<file path="src/rtl/core/bes_pkg.sv">
// Shared types, constants and helpers for the bulb exposure sequencer.
// Used by every module under rtl/core; depends on nothing else.
package bes_pkg;

    // Time base and field widths
    localparam int TIME_BITS = 34;
    localparam int OUT_W     = 34;
    localparam int CMP_W     = ((TIME_BITS > OUT_W) ? TIME_BITS : OUT_W) + 2;
    localparam int FOCUS_W   = 26;
    localparam int CFG_W     = 32;
    localparam int IDX_W     = 3;

    localparam logic [TIME_BITS-1:0] TIME_MAX   = {TIME_BITS{1'b1}};
    localparam logic [FOCUS_W-1:0]   US_PER_MS  = FOCUS_W'(1000);
    localparam logic [CFG_W-1:0]     TIMEOUT_RST = CFG_W'(1000000);

    // Sequencer phases
    localparam logic [2:0] PH_IDLE    = 3'd0;
    localparam logic [2:0] PH_FOCUS   = 3'd1;
    localparam logic [2:0] PH_SYNCIN  = 3'd2;
    localparam logic [2:0] PH_HOLD    = 3'd3;
    localparam logic [2:0] PH_SYNCOUT = 3'd4;
    localparam logic [2:0] PH_DONE    = 3'd5;
    localparam logic [2:0] PH_ERROR   = 3'd6;

    // Item functions
    localparam logic FUNC_START = 1'b0;
    localparam logic FUNC_TICK  = 1'b1;

    // Status codes
    localparam logic [1:0] ST_IDLE  = 2'd0;
    localparam logic [1:0] ST_BUSY  = 2'd1;
    localparam logic [1:0] ST_DONE  = 2'd2;
    localparam logic [1:0] ST_FAIL  = 2'd3;

    // Error codes
    localparam logic [1:0] ERR_NONE    = 2'd0;
    localparam logic [1:0] ERR_SYNC    = 2'd1;
    localparam logic [1:0] ERR_TIMEOUT = 2'd2;
    localparam logic [1:0] ERR_SEQ     = 2'd3;

    // Configuration register indexes
    localparam logic [IDX_W-1:0] REG_BULB        = 3'd0;
    localparam logic [IDX_W-1:0] REG_START_LAG   = 3'd1;
    localparam logic [IDX_W-1:0] REG_END_LAG     = 3'd2;
    localparam logic [IDX_W-1:0] REG_PRE_FOCUS   = 3'd3;
    localparam logic [IDX_W-1:0] REG_EXPECT_SYNC = 3'd4;
    localparam logic [IDX_W-1:0] REG_RUN_TEST    = 3'd5;
    localparam logic [IDX_W-1:0] REG_TIMEOUT     = 3'd6;

    typedef struct packed {
        logic func;
        logic sync_level;
    } bes_in_t;

    typedef struct packed {
        logic             shutter;
        logic             focus;
        logic [1:0]       status;
        logic [1:0]       error_code;
        logic [OUT_W-1:0] start_diff;
        logic [OUT_W-1:0] stop_diff;
        logic [OUT_W-1:0] actual_time;
    } bes_out_t;

    // Thresholds derived from the configuration, test mode already applied
    typedef struct packed {
        logic signed [CMP_W-1:0] hold_limit;
        logic signed [CMP_W-1:0] lag_limit;
        logic signed [CMP_W-1:0] timeout_limit;
        logic [15:0]             pre_focus_ms;
        logic                    expect_sync;
    } bes_limits_t;

    // Zero-extend a time value for signed comparison
    function automatic logic signed [CMP_W-1:0] to_cmp(input logic [TIME_BITS-1:0] x);
        return $signed(CMP_W'(x));
    endfunction

    // Fit a time value to the output field width
    function automatic logic [OUT_W-1:0] to_out(input logic [TIME_BITS-1:0] x);
        logic [CMP_W-1:0] t;
        t = CMP_W'(x);
        return t[OUT_W-1:0];
    endfunction

endpackage

</file>
<file path="src/rtl/core/bes_cfg.sv">
// Configuration register file and derived run thresholds.
// Depends on bes_pkg.
module bes_cfg (
    input  logic                       clk,
    input  logic                       rst_n,
    input  logic                       cfg_valid,
    output logic                       cfg_ready,
    input  logic [bes_pkg::IDX_W-1:0]  cfg_index,
    input  logic [bes_pkg::CFG_W-1:0]  cfg_data,
    output bes_pkg::bes_limits_t       limits
);
    import bes_pkg::*;

    logic [CFG_W-1:0] bulb_reg;
    logic [CFG_W-1:0] start_lag_reg;
    logic [CFG_W-1:0] end_lag_reg;
    logic [15:0]      pre_focus_reg;
    logic             expect_sync_reg;
    logic             run_test_reg;
    logic [CFG_W-1:0] timeout_reg;

    logic [CFG_W-1:0] bulb_eff;
    logic [CFG_W-1:0] start_eff;
    logic [CFG_W-1:0] end_eff;

    assign cfg_ready = 1'b1;

    // Write registers; unknown indexes drop the transaction
    always_ff @(posedge clk or negedge rst_n)
    begin
        if (!rst_n)
        begin
            bulb_reg        <= '0;
            start_lag_reg   <= '0;
            end_lag_reg     <= '0;
            pre_focus_reg   <= '0;
            expect_sync_reg <= 1'b1;
            run_test_reg    <= 1'b0;
            timeout_reg     <= TIMEOUT_RST;
        end
        else if (cfg_valid)
        begin
            case (cfg_index)
                REG_BULB:        bulb_reg        <= cfg_data;
                REG_START_LAG:   start_lag_reg   <= cfg_data;
                REG_END_LAG:     end_lag_reg     <= cfg_data;
                REG_PRE_FOCUS:   pre_focus_reg   <= cfg_data[15:0];
                REG_EXPECT_SYNC: expect_sync_reg <= cfg_data[0];
                REG_RUN_TEST:    run_test_reg    <= cfg_data[0];
                REG_TIMEOUT:     timeout_reg     <= cfg_data;
                default:         ;
            endcase
        end
    end

    // Test mode zeroes the bulb and lag times and forces sync to be expected
    assign bulb_eff  = run_test_reg ? '0 : bulb_reg;
    assign start_eff = run_test_reg ? '0 : start_lag_reg;
    assign end_eff   = run_test_reg ? '0 : end_lag_reg;

    // Derive comparison limits
    always_comb
    begin
        limits.hold_limit    = $signed(CMP_W'(bulb_eff)) - $signed(CMP_W'(end_eff));
        limits.lag_limit     = $signed(CMP_W'(bulb_eff)) + $signed(CMP_W'(start_eff))
                             - $signed(CMP_W'(end_eff));
        limits.timeout_limit = $signed(CMP_W'(timeout_reg)) + $signed(CMP_W'(bulb_eff));
        limits.pre_focus_ms  = pre_focus_reg;
        limits.expect_sync   = run_test_reg | expect_sync_reg;
    end

endmodule

</file>
<file path="src/rtl/core/bes_seq.sv">
// Sequencer state and next-state logic; one transaction advances it one step.
// Depends on bes_pkg.
module bes_seq (
    input  logic                 clk,
    input  logic                 rst_n,
    input  logic                 accept,
    input  bes_pkg::bes_in_t     item,
    input  bes_pkg::bes_limits_t limits,
    output bes_pkg::bes_out_t    result_next
);
    import bes_pkg::*;

    logic [2:0]           phase_reg,     phase_next;
    logic                 last_sync_reg, last_sync_next;
    logic [FOCUS_W-1:0]   focus_wait_reg, focus_wait_next;
    logic [TIME_BITS-1:0] elapsed_reg,   elapsed_next;
    logic [TIME_BITS-1:0] syncin_reg,    syncin_next;
    logic [TIME_BITS-1:0] stop_reg,      stop_next;
    logic [TIME_BITS-1:0] syncout_reg,   syncout_next;
    logic [1:0]           fault_reg,     fault_next;

    logic [TIME_BITS-1:0] elapsed_inc;
    logic [TIME_BITS-1:0] stamp_in;
    logic [TIME_BITS-1:0] hold_diff;
    logic [FOCUS_W-1:0]   focus_dec;
    logic [2:0]           phase_edge;
    logic                 run_active;
    logic                 may_start;

    assign elapsed_inc = (elapsed_reg == TIME_MAX) ? elapsed_reg : elapsed_reg + 1'b1;
    assign focus_dec   = (focus_wait_reg != '0) ? focus_wait_reg - 1'b1 : focus_wait_reg;
    assign run_active  = (phase_reg == PH_SYNCIN) || (phase_reg == PH_HOLD)
                      || (phase_reg == PH_SYNCOUT);
    assign may_start   = (phase_reg == PH_IDLE) || (phase_reg == PH_DONE)
                      || (phase_reg == PH_ERROR);

    // Next state for one transaction
    always_comb
    begin
        phase_next      = phase_reg;
        last_sync_next  = last_sync_reg;
        focus_wait_next = focus_wait_reg;
        elapsed_next    = elapsed_reg;
        syncin_next     = syncin_reg;
        stop_next       = stop_reg;
        syncout_next    = syncout_reg;
        fault_next      = fault_reg;
        phase_edge      = phase_reg;
        stamp_in        = syncin_reg;
        hold_diff       = '0;

        if (item.func == FUNC_START)
        begin
            // Start a new run unless one is in progress
            if (may_start)
            begin
                fault_next      = ERR_NONE;
                elapsed_next    = '0;
                syncin_next     = '0;
                stop_next       = '0;
                syncout_next    = '0;
                focus_wait_next = '0;
                last_sync_next  = 1'b1;
                if (!item.sync_level)
                begin
                    fault_next = ERR_SYNC;
                    phase_next = PH_ERROR;
                end
                else if (limits.pre_focus_ms == '0)
                begin
                    phase_next = PH_SYNCIN;
                end
                else
                begin
                    focus_wait_next = FOCUS_W'(limits.pre_focus_ms) * US_PER_MS;
                    phase_next      = PH_FOCUS;
                end
            end
        end
        else if (phase_reg == PH_FOCUS)
        begin
            // Count down focus time, then raise shutter
            focus_wait_next = focus_dec;
            if (focus_dec == '0)
            begin
                elapsed_next   = '0;
                last_sync_next = 1'b1;
                phase_next     = PH_SYNCIN;
            end
        end
        else if (run_active)
        begin
            elapsed_next = elapsed_inc;

            // Check sync edge
            if (item.sync_level != last_sync_reg)
            begin
                if ((phase_reg == PH_SYNCIN) && !item.sync_level)
                begin
                    syncin_next = elapsed_inc;
                    stamp_in    = elapsed_inc;
                    phase_edge  = PH_HOLD;
                end
                else if ((phase_reg == PH_SYNCOUT) && item.sync_level)
                begin
                    syncout_next = elapsed_inc;
                    phase_edge   = PH_DONE;
                end
                else
                begin
                    fault_next = ERR_SEQ;
                    phase_edge = PH_ERROR;
                end
                last_sync_next = item.sync_level;
            end
            phase_next = phase_edge;

            // Hold release or timeout
            hold_diff = elapsed_inc - stamp_in;
            if (phase_edge == PH_HOLD)
            begin
                if (to_cmp(hold_diff) >= limits.hold_limit)
                begin
                    stop_next  = elapsed_inc;
                    phase_next = PH_SYNCOUT;
                end
            end
            else if ((!limits.expect_sync && (phase_edge == PH_SYNCIN)
                      && (to_cmp(elapsed_inc) > limits.lag_limit))
                     || (to_cmp(elapsed_inc) > limits.timeout_limit))
            begin
                fault_next = ERR_TIMEOUT;
                phase_next = PH_ERROR;
            end
        end
    end

    // Advance state on each accepted transaction
    always_ff @(posedge clk or negedge rst_n)
    begin
        if (!rst_n)
        begin
            phase_reg      <= PH_IDLE;
            last_sync_reg  <= 1'b1;
            focus_wait_reg <= '0;
            elapsed_reg    <= '0;
            syncin_reg     <= '0;
            stop_reg       <= '0;
            syncout_reg    <= '0;
            fault_reg      <= ERR_NONE;
        end
        else if (accept)
        begin
            phase_reg      <= phase_next;
            last_sync_reg  <= last_sync_next;
            focus_wait_reg <= focus_wait_next;
            elapsed_reg    <= elapsed_next;
            syncin_reg     <= syncin_next;
            stop_reg       <= stop_next;
            syncout_reg    <= syncout_next;
            fault_reg      <= fault_next;
        end
    end

    // Build result from the new state
    always_comb
    begin
        result_next.shutter    = (phase_next == PH_SYNCIN) || (phase_next == PH_HOLD);
        result_next.focus      = (phase_next == PH_FOCUS) || (phase_next == PH_SYNCIN)
                              || (phase_next == PH_HOLD);
        result_next.error_code = fault_next;
        case (phase_next)
            PH_IDLE:  result_next.status = ST_IDLE;
            PH_DONE:  result_next.status = ST_DONE;
            PH_ERROR: result_next.status = ST_FAIL;
            default:  result_next.status = ST_BUSY;
        endcase
        if (phase_next == PH_DONE)
        begin
            result_next.start_diff  = to_out(syncin_next);
            result_next.stop_diff   = to_out(syncout_next - stop_next);
            result_next.actual_time = to_out(syncout_next - syncin_next);
        end
        else
        begin
            result_next.start_diff  = '0;
            result_next.stop_diff   = '0;
            result_next.actual_time = '0;
        end
    end

endmodule

</file>
<file path="src/rtl/core/bes_out.sv">
// Result register with valid/ready handshake toward the consumer.
// Depends on bes_pkg.
module bes_out (
    input  logic              clk,
    input  logic              rst_n,
    input  logic              accept,
    input  bes_pkg::bes_out_t result_next,
    output logic              take_ready,
    output logic              result_valid,
    input  logic              result_ready,
    output bes_pkg::bes_out_t result
);
    import bes_pkg::*;

    logic     valid_reg;
    bes_out_t result_reg;

    // Accept a new transaction when the slot is empty or draining
    assign take_ready   = !valid_reg || result_ready;
    assign result_valid = valid_reg;
    assign result       = result_reg;

    // Track slot occupancy
    always_ff @(posedge clk or negedge rst_n)
    begin
        if (!rst_n)
        begin
            valid_reg <= 1'b0;
        end
        else
        begin
            valid_reg <= accept || (valid_reg && !result_ready);
        end
    end

    // Load result payload
    always_ff @(posedge clk)
    begin
        if (accept)
        begin
            result_reg <= result_next;
        end
    end

endmodule

</file>
<file path="src/rtl/core/bulb_exposure_sequencer_top.sv">
// Bulb exposure sequencer top level: one result per item, held in a result register.
// Throughput: one item per cycle unless the result register stalls intake; each item updates the sequencer state once.
// Latency: the result is valid in the cycle after the item's transaction.
// The result register stalls intake only while a result waits and the consumer is not ready.
// Reset (rst_n low, asynchronous): idle phase, registers at defaults, no result pending.
// Depends on bes_pkg, bes_cfg, bes_seq and bes_out.
module bulb_exposure_sequencer_top (
    input  logic                      clk,
    input  logic                      rst_n,
    input  logic                      item_valid,
    output logic                      item_ready,
    input  bes_pkg::bes_in_t          item,
    output logic                      result_valid,
    input  logic                      result_ready,
    output bes_pkg::bes_out_t         result,
    input  logic                      cfg_valid,
    output logic                      cfg_ready,
    input  logic [bes_pkg::IDX_W-1:0] cfg_index,
    input  logic [bes_pkg::CFG_W-1:0] cfg_data
);
    import bes_pkg::*;

    bes_limits_t limits;
    bes_out_t    result_next;
    logic        accept;

    assign accept = item_valid && item_ready;

    bes_cfg u_cfg (
        .clk       (clk),
        .rst_n     (rst_n),
        .cfg_valid (cfg_valid),
        .cfg_ready (cfg_ready),
        .cfg_index (cfg_index),
        .cfg_data  (cfg_data),
        .limits    (limits)
    );

    bes_seq u_seq (
        .clk         (clk),
        .rst_n       (rst_n),
        .accept      (accept),
        .item        (item),
        .limits      (limits),
        .result_next (result_next)
    );

    bes_out u_out (
        .clk          (clk),
        .rst_n        (rst_n),
        .accept       (accept),
        .result_next  (result_next),
        .take_ready   (item_ready),
        .result_valid (result_valid),
        .result_ready (result_ready),
        .result       (result)
    );

    // Every transaction yields a result in the next cycle
    assert property (@(posedge clk) disable iff (!rst_n)
        accept |=> result_valid)
    else $error("result missing after transaction");

    // Shutter is never driven without focus
    assert property (@(posedge clk) disable iff (!rst_n)
        result_valid |-> (!result.shutter || result.focus))
    else $error("shutter without focus");

    // Error code is set exactly when the run ended in error
    assert property (@(posedge clk) disable iff (!rst_n)
        result_valid |-> ((result.error_code != ERR_NONE) == (result.status == ST_FAIL)))
    else $error("error code and status disagree");

    // Time fields stay zero unless the run is done
    assert property (@(posedge clk) disable iff (!rst_n)
        (result_valid && (result.status != ST_DONE)) |->
            ((result.start_diff == '0) && (result.stop_diff == '0)
             && (result.actual_time == '0)))
    else $error("time fields set outside done");

endmodule

</file>
<file path="config.mk">
export PLATFORM = sky130hd
export DESIGN_NAME = bulb_exposure_sequencer_top
export DESIGN_NICKNAME = d
export VERILOG_FILES = /design/src/rtl/core/bes_pkg.sv /design/src/rtl/core/bes_cfg.sv /design/src/rtl/core/bes_seq.sv /design/src/rtl/core/bes_out.sv /design/src/rtl/core/bulb_exposure_sequencer_top.sv
export SDC_FILE = /design/constraint.sdc
export NUM_CORES = 2
export LEC_CHECK = 0
export BUFFER_PORTS_ARGS = -buffer_cell sky130_fd_sc_hd__buf_2
export CAP_MARGIN = 20
export CORE_UTILIZATION = 58
export DETAILED_ROUTE_END_ITERATION = 6
export PLACE_DENSITY = 0.83
export SLEW_MARGIN = 10
export SYNTH_ARGS = -nofsm -noshare
export SYNTH_HDL_FRONTEND = slang
export SYNTH_SLANG_ARGS = --single-unit
</file>
<file path="constraint.sdc">
create_clock -name clk -period 12.1 [get_ports clk]
set_input_delay 0.605 -clock clk [delete_from_list [all_inputs] [get_ports clk]]
set_output_delay 0.605 -clock clk [all_outputs]
set_load 0.03 [all_outputs]
</file>
# Word-level counts from Yosys, hierarchy flattened
# Cells that the tools add are included.
# classes
add_sub_neg	9
n_mul	1
div	0
order_cmp	3
n_eq_ne	25
n_shift	0
mux	70
bitwise	1
reduce_logical	37
# ops
op	count
34-bit two-way mux	28
26-bit two-way mux	6
34-bit subtractor	3
32-bit two-way mux	3
32-bit by 32-bit adder with 33-bit output	2
3-bit two-way mux	14
35-bit by 36-bit > comparator with 1-bit output	1
36-bit by 33-bit subtractor with 36-bit output	1
35-bit by 33-bit greater-or-equal comparator with 1-bit output	1
34-bit by 1-bit adder with 34-bit output, second input constant	1
34-bit == test, second input constant	1
34-bit by 33-bit > comparator with 1-bit output	1
32-bit by 32-bit subtractor with 33-bit output	1
26-bit logical NOT	1
26-bit nonzero test	1
26-bit by 1-bit subtractor with 26-bit output, second input constant	1
3-bit by 2-bit == test with 1-bit output, second input constant	8
3-bit == test, second input constant	8
16-bit by 7-bit multiplier with 23-bit output, second input constant	1
2-bit two-way mux	11
16-bit logical NOT	1
2-bit AND reduction	7
1-bit logical OR	10
3-bit by 1-bit == test with 1-bit output, second input constant	3
other kinds (14)	31
# totals
regBits	423
latchBits	0
ram_bits	0
romBits	0
in_bits	42
out_inout_bits	111
wordCells	169
n_memories	0

# Logic depth before layout (Yosys ltp)
# logic_depth
ltp_word	20
depth_mapped	64
mapped_depth_nobuf	60

# Modules after synthesis
# A second synthesis with hierarchy kept.
# unflattened
cells_unflattened	4171
hier_area_um2	36964.2
# modules_own_cells
module	instances	cells_per_inst	area_each_um2
bes_seq	1	2830	21729.6
bes_cfg	1	1229	11937.7
bes_out	1	111	3290.7
bulb_exposure_sequencer_top	1	1	6.3

# Worst setup path before layout
# OpenSTA, ideal clock, no wires.
# synth_path
kind	register -> register
from	register u_seq.elapsed_reg[25]
to	register u_out.result_reg (netlist bit u_out.result[66]) (data pin)
setup_ns	0.257
arrival_ns	12.110
setup_slack_ns	-0.266
stages_incl_launch_ff	63
period_less_slack_ns	12.366
path_cell_list	dfrtp_1 > clkbuf_1 > nand4_1 > nor4_1 > and3_1 > buf_2 > nand2_1 > xnor2_1 > o21ai_0 > ha_1 > fa_1 > nor2b_1 > o21ai_0 > a21boi_0 > o21ai_0 > a21boi_0 > o21ai_0 > a21boi_0 > (+27 left out) > o21ai_0 > a21boi_0 > o21ai_0 > nand2b_1 > a31o_2 > a311oi_1 > o221ai_1 > o211ai_1 > a211oi_1 > nor2_1 > a2111oi_0 > a221oi_1 > o2111ai_1 > o211ai_2 > o2111ai_1 > a21oi_1 > xor2_1 > nor2_1
# synth_between
elab_chain_len	15
elab_cells_between_ends	33
# synth_rtl
item	line_no	text
from (decl)	bes_seq.sv:16	logic [TIME_BITS-1:0] elapsed_reg, elapsed_next;
from (signal assigned)	bes_seq.sv:157	elapsed_reg <= elapsed_next;
34-bit by 1-bit adder with 34-bit output / 34-bit == test (equally long branches)	bes_seq.sv:30	assign elapsed_inc = (elapsed_reg == TIME_MAX) ? elapsed_reg : elapsed_reg + 1'b1;
34-bit two-way mux (*)	bes_seq.sv:30	
34-bit two-way mux	bes_seq.sv:98	if ((phase_reg == PH_SYNCIN) && !item.sync_level)
34-bit two-way mux	bes_seq.sv:96	if (item.sync_level != last_sync_reg)
34-bit two-way mux	bes_seq.sv:91	else if (run_active)
34-bit two-way mux	bes_seq.sv:80	else if (phase_reg == PH_FOCUS)
34-bit two-way mux	bes_seq.sv:52	if (item.func == FUNC_START)
34-bit subtractor	bes_seq.sv:119	hold_diff = elapsed_inc - stamp_in;
35-bit by 33-bit greater-or-equal comparator with 1-bit output	bes_seq.sv:122	if (to_cmp(hold_diff) >= limits.hold_limit)
34-bit two-way mux (*)	bes_seq.sv:122	
34-bit two-way mux (*)	bes_seq.sv:120	if (phase_edge == PH_HOLD)
34-bit two-way mux (*)	bes_seq.sv:91	
34-bit two-way mux (*)	bes_seq.sv:80	
34-bit two-way mux (*)	bes_seq.sv:52	
named net u_seq.stop_next[0]	bes_seq.sv:18	logic [TIME_BITS-1:0] stop_reg, stop_next;
34-bit subtractor (*)	bes_seq.sv:181	result_next.stop_diff = to_out(syncout_next - stop_next);
to (signal assigned)	bes_out.sv:41	result_reg <= result_next;
to (decl)	bes_out.sv:16	bes_out_t result_reg;
# The timed path passes the listed nets; every way through them passes the cells marked *. The select of a mux whose other input is x is not followed.
# A chain may end at the register's enable or synchronous reset.

# Final worst setup path
# layout_path
from	register u_seq.elapsed_reg[26]
to	register u_out.result_reg (netlist bit u_out.result[67]) (data pin)
# layout_between
elab_chain_len	15
elab_cells_between_ends	33
# layout_rtl
item	line_no
34-bit by 1-bit adder with 34-bit output / 34-bit == test (equally long branches)	bes_seq.sv:30
34-bit two-way mux (*)	bes_seq.sv:30
34-bit two-way mux	bes_seq.sv:98
34-bit two-way mux	bes_seq.sv:96
34-bit two-way mux	bes_seq.sv:91
34-bit two-way mux	bes_seq.sv:80
34-bit two-way mux	bes_seq.sv:52
34-bit subtractor	bes_seq.sv:119
35-bit by 33-bit greater-or-equal comparator with 1-bit output	bes_seq.sv:122
34-bit two-way mux / 3-bit two-way mux (equally long branches)	bes_seq.sv:122
34-bit two-way mux / 3-bit two-way mux (equally long branches)	bes_seq.sv:120
34-bit two-way mux / 3-bit two-way mux (equally long branches)	bes_seq.sv:91
34-bit two-way mux / 3-bit two-way mux (equally long branches)	bes_seq.sv:80
34-bit two-way mux / 3-bit two-way mux (equally long branches)	bes_seq.sv:52
34-bit subtractor / 3-bit == test (equally long branches)	bes_seq.sv:181, bes_seq.sv:178
# Every way passes the cells marked *; elsewhere a longest branch is shown, timed or not. The select of a mux whose other input is x is not followed.

==> out/qor.yml <==
status:
  status: "complete, no violations"
final_layout:
  largest_reg_flops: 108
  final_common_cell: "ha_1"
  drive_above_1_share: 0.155
  antenna_cells: 0
  area_growth_pct: 12.1
  fillers: 4766
  mostFrequentLayoutCells: "ha_1, nand2_1, nor2_1"
  finish.net_count: 4663
synth:
  syn_inst: 3959
  synthFlopType: "dfrtp_1"
  synth_seq_cells: 423
  yosys_warnings: 0
  ys_seq_area_frac: 0.313
  synthDistinctLibCells: 97
  synth.top_cell.area_share: 0.215
  synth_edf_count: 108
  synth_area_per_cell_sq_um: 8.98
  synth_area_leaders: "dfrtp_1, ha_1, edfxtp_1"
  syn_area_sq_um: 35500
  yosysTopAreaCell: "dfrtp_1"
  synthArstFlopShare: 0.745
  syn_nets: 4445
sta:
  tightest_slew_ps: 961
  setup_ws_ps: 563
  clock.fmax_mhz: 86.7
  hold_viol_final: 0
  holdWs_ps: 54.4
  slew_headroom: 0.358
  finClkSkew_ps: 25.7
  finalSetupViolations: 0
  min_period_over_period: 0.953
  grt_setup_unrepaired: "no"
  maxSlewViolCount: 0
  fin_crit_ps: 11540
  fin_tns_setup_ps: 0
pwr:
  power.leakage_nw: 18.1
  pwr_density_cell_nw_per_um2: 266
  vdd_drop_max_mv: 0.267
  total_power_mw: 10.6
clocking:
  clock-sinks: 423
  cts_tree: "built"
  insertion_delay_ps: 620
  cts_root_buffer: "clkbuf_16"
  path_clk_slew_ps: 70
  cts_max_level: 2
  cts_buffers: 48
  ctsHoldBuffers: 0
  clock_path_buffers: 3
floorplan:
  die_area_sq_um: 62300
  die_h_um: 250
  rows: 90
  start_util: 0.588
  die_x_um: 250
  io_pins: 153
  core_sq_um: 60500
global_route:
  grt_max_degree: 126
  antenna_found_initial: 0
  overflow: 0
  first_global_vias: 29700
  track_usage: 0.317
  grt_pass1_wl_um: 159000
detailed_routing:
  dr_total_vias: 31100
  drc_errors: 0
  antenna_left: 0
  dr.pass1.iters: 7
  wl_per_cell_um: 19.9
  finalWirelength_um: 99600
  drt_iter0_drc: 3182
  avgViaCountPerCell: 6.22
setup_path:
  critPathBufInv: 4
  arrival_ps: 11910
  worst-setup-path-type: "reg2reg"
  crit_family: "compound AO/OA/AOI/OAI gates"
  cpMostUsedCell: "o21ai_2"
  start_kind: "register"
  crit_required_ps: 12480
  crit_path_top_delay_cell: "or4_1"
  end_kind: "register"
  worst_path_largest_cell_delay_ps: 540
  path_max_fanout: 47
place:
  port_buffers: 151
  globalplace.congestion: 0.971
  post-place-ws_ps: -308
  hpwlAfterDp_um: 74400
job:
  drv_cap: 0
worst_hold_path:
  hp-class: "in2async"
## final cells by class
class	instances	area (sq um)	area share
Clock buffer	70	1420	0.0356
Clock inverter	19	208	0.00521
Inverter	199	749	0.0188
Multi-Input combinational cell	3179	23200	0.583
Sequential cell	423	11100	0.280
Tap cell	782	978	0.0246
Timing Repair Buffer	326	2120	0.0532
## power breakdown
| part | leakage, nW | internal, mW | switching, mW | total, mW |
|---|---|---|---|---|
| clock network | 0.809 | 0.884 | 0.646 | 1.53 |
| registers | 5.04 | 1.72 | 0.189 | 1.91 |
| logic | 12.3 | 3.06 | 4.11 | 7.17 |
## layer usage
| metal | GRT usage | part of all wire | wire [um] |
|---|---|---|---|
| met3 | 0.0433 | 0.071 | 7050 |
| met4 | 0.139 | 0.045 | 4490 |
| met5 | 0 | 0 | 0 |
| met2 | 0.499 | 0.45 | 44400 |
| met1 | 0.438 | 0.44 | 43600 |
## final timing paths
kind,from,end,slack [ps],cells after the start
hold / removal,rst_n,u_cfg.pre_focus_reg[0],50,1
max in group asynchronous,rst_n,u_seq.syncout_reg[23],10490,2
min in group clk,item_valid,u_out.result_valid,190,2
setup / recovery,u_seq.elapsed_reg[26],u_out.result[67],560,59
setup reg to reg,u_seq.elapsed_reg[26],u_out.result[67],560,59
hold reg to reg,u_cfg.bulb_reg[27],u_cfg.bulb_reg[27],500,1
## Yosys cell counts (all sizes together), types with 30 or more instances
| cell type | number |
|---|---|
| o31ai | 41 |
| xnor2 | 146 |
| and3 | 58 |
| clkbuf | 127 |
| fa | 61 |
| nand4 | 35 |
| a21o | 92 |
| a22oi | 34 |
| a21boi | 30 |
| ha | 383 |
| a21oi | 219 |
| edfxtp | 108 |
| dfrtp | 306 |
| o21ai | 336 |
| nand2 | 367 |
| buf | 31 |
| a22o | 62 |
| nor2b | 108 |
| nor3 | 81 |
| a31oi | 43 |
| nor2 | 319 |
| inv | 198 |
| nand3 | 86 |
| or3 | 36 |
| nand2b | 74 |
| mux2 | 158 |
| xor2 | 99 |
## cell families after synthesis
kind of cell | after synthesis | synth area share
DFF | 423 | 0.313
AOI/OAI and AO/OA | 1061 | 0.192
xor gates and xnor gates | 245 | 0.0604
other | 1 | 0.000106
and+or+nand+nor | 1247 | 0.168
muxes | 176 | 0.0551
buffers and inverters | 357 | 0.0403
adders and majority gates | 449 | 0.171
## through the flow
stage | util | instances | instance area [sq um]
floorplan | - | 3959 | 35600
CTS | 0.655 | 4994 | 39600
global placement | 0.628 | 4905 | 38000
finish | 0.659 | 4998 | 39800
global route | 0.659 | 4998 | 39800
detailed placement | 0.628 | 4905 | 38000
## what timing repair did
action / 4_1_cts / 5_1_grt
buffers inserted: 0 / 3
resized for setup: 11 / 53
pin swaps: 0 / 16
setup endpoints to repair: 8 / 19
Note: power is estimated with default switching activity, not from simulation.
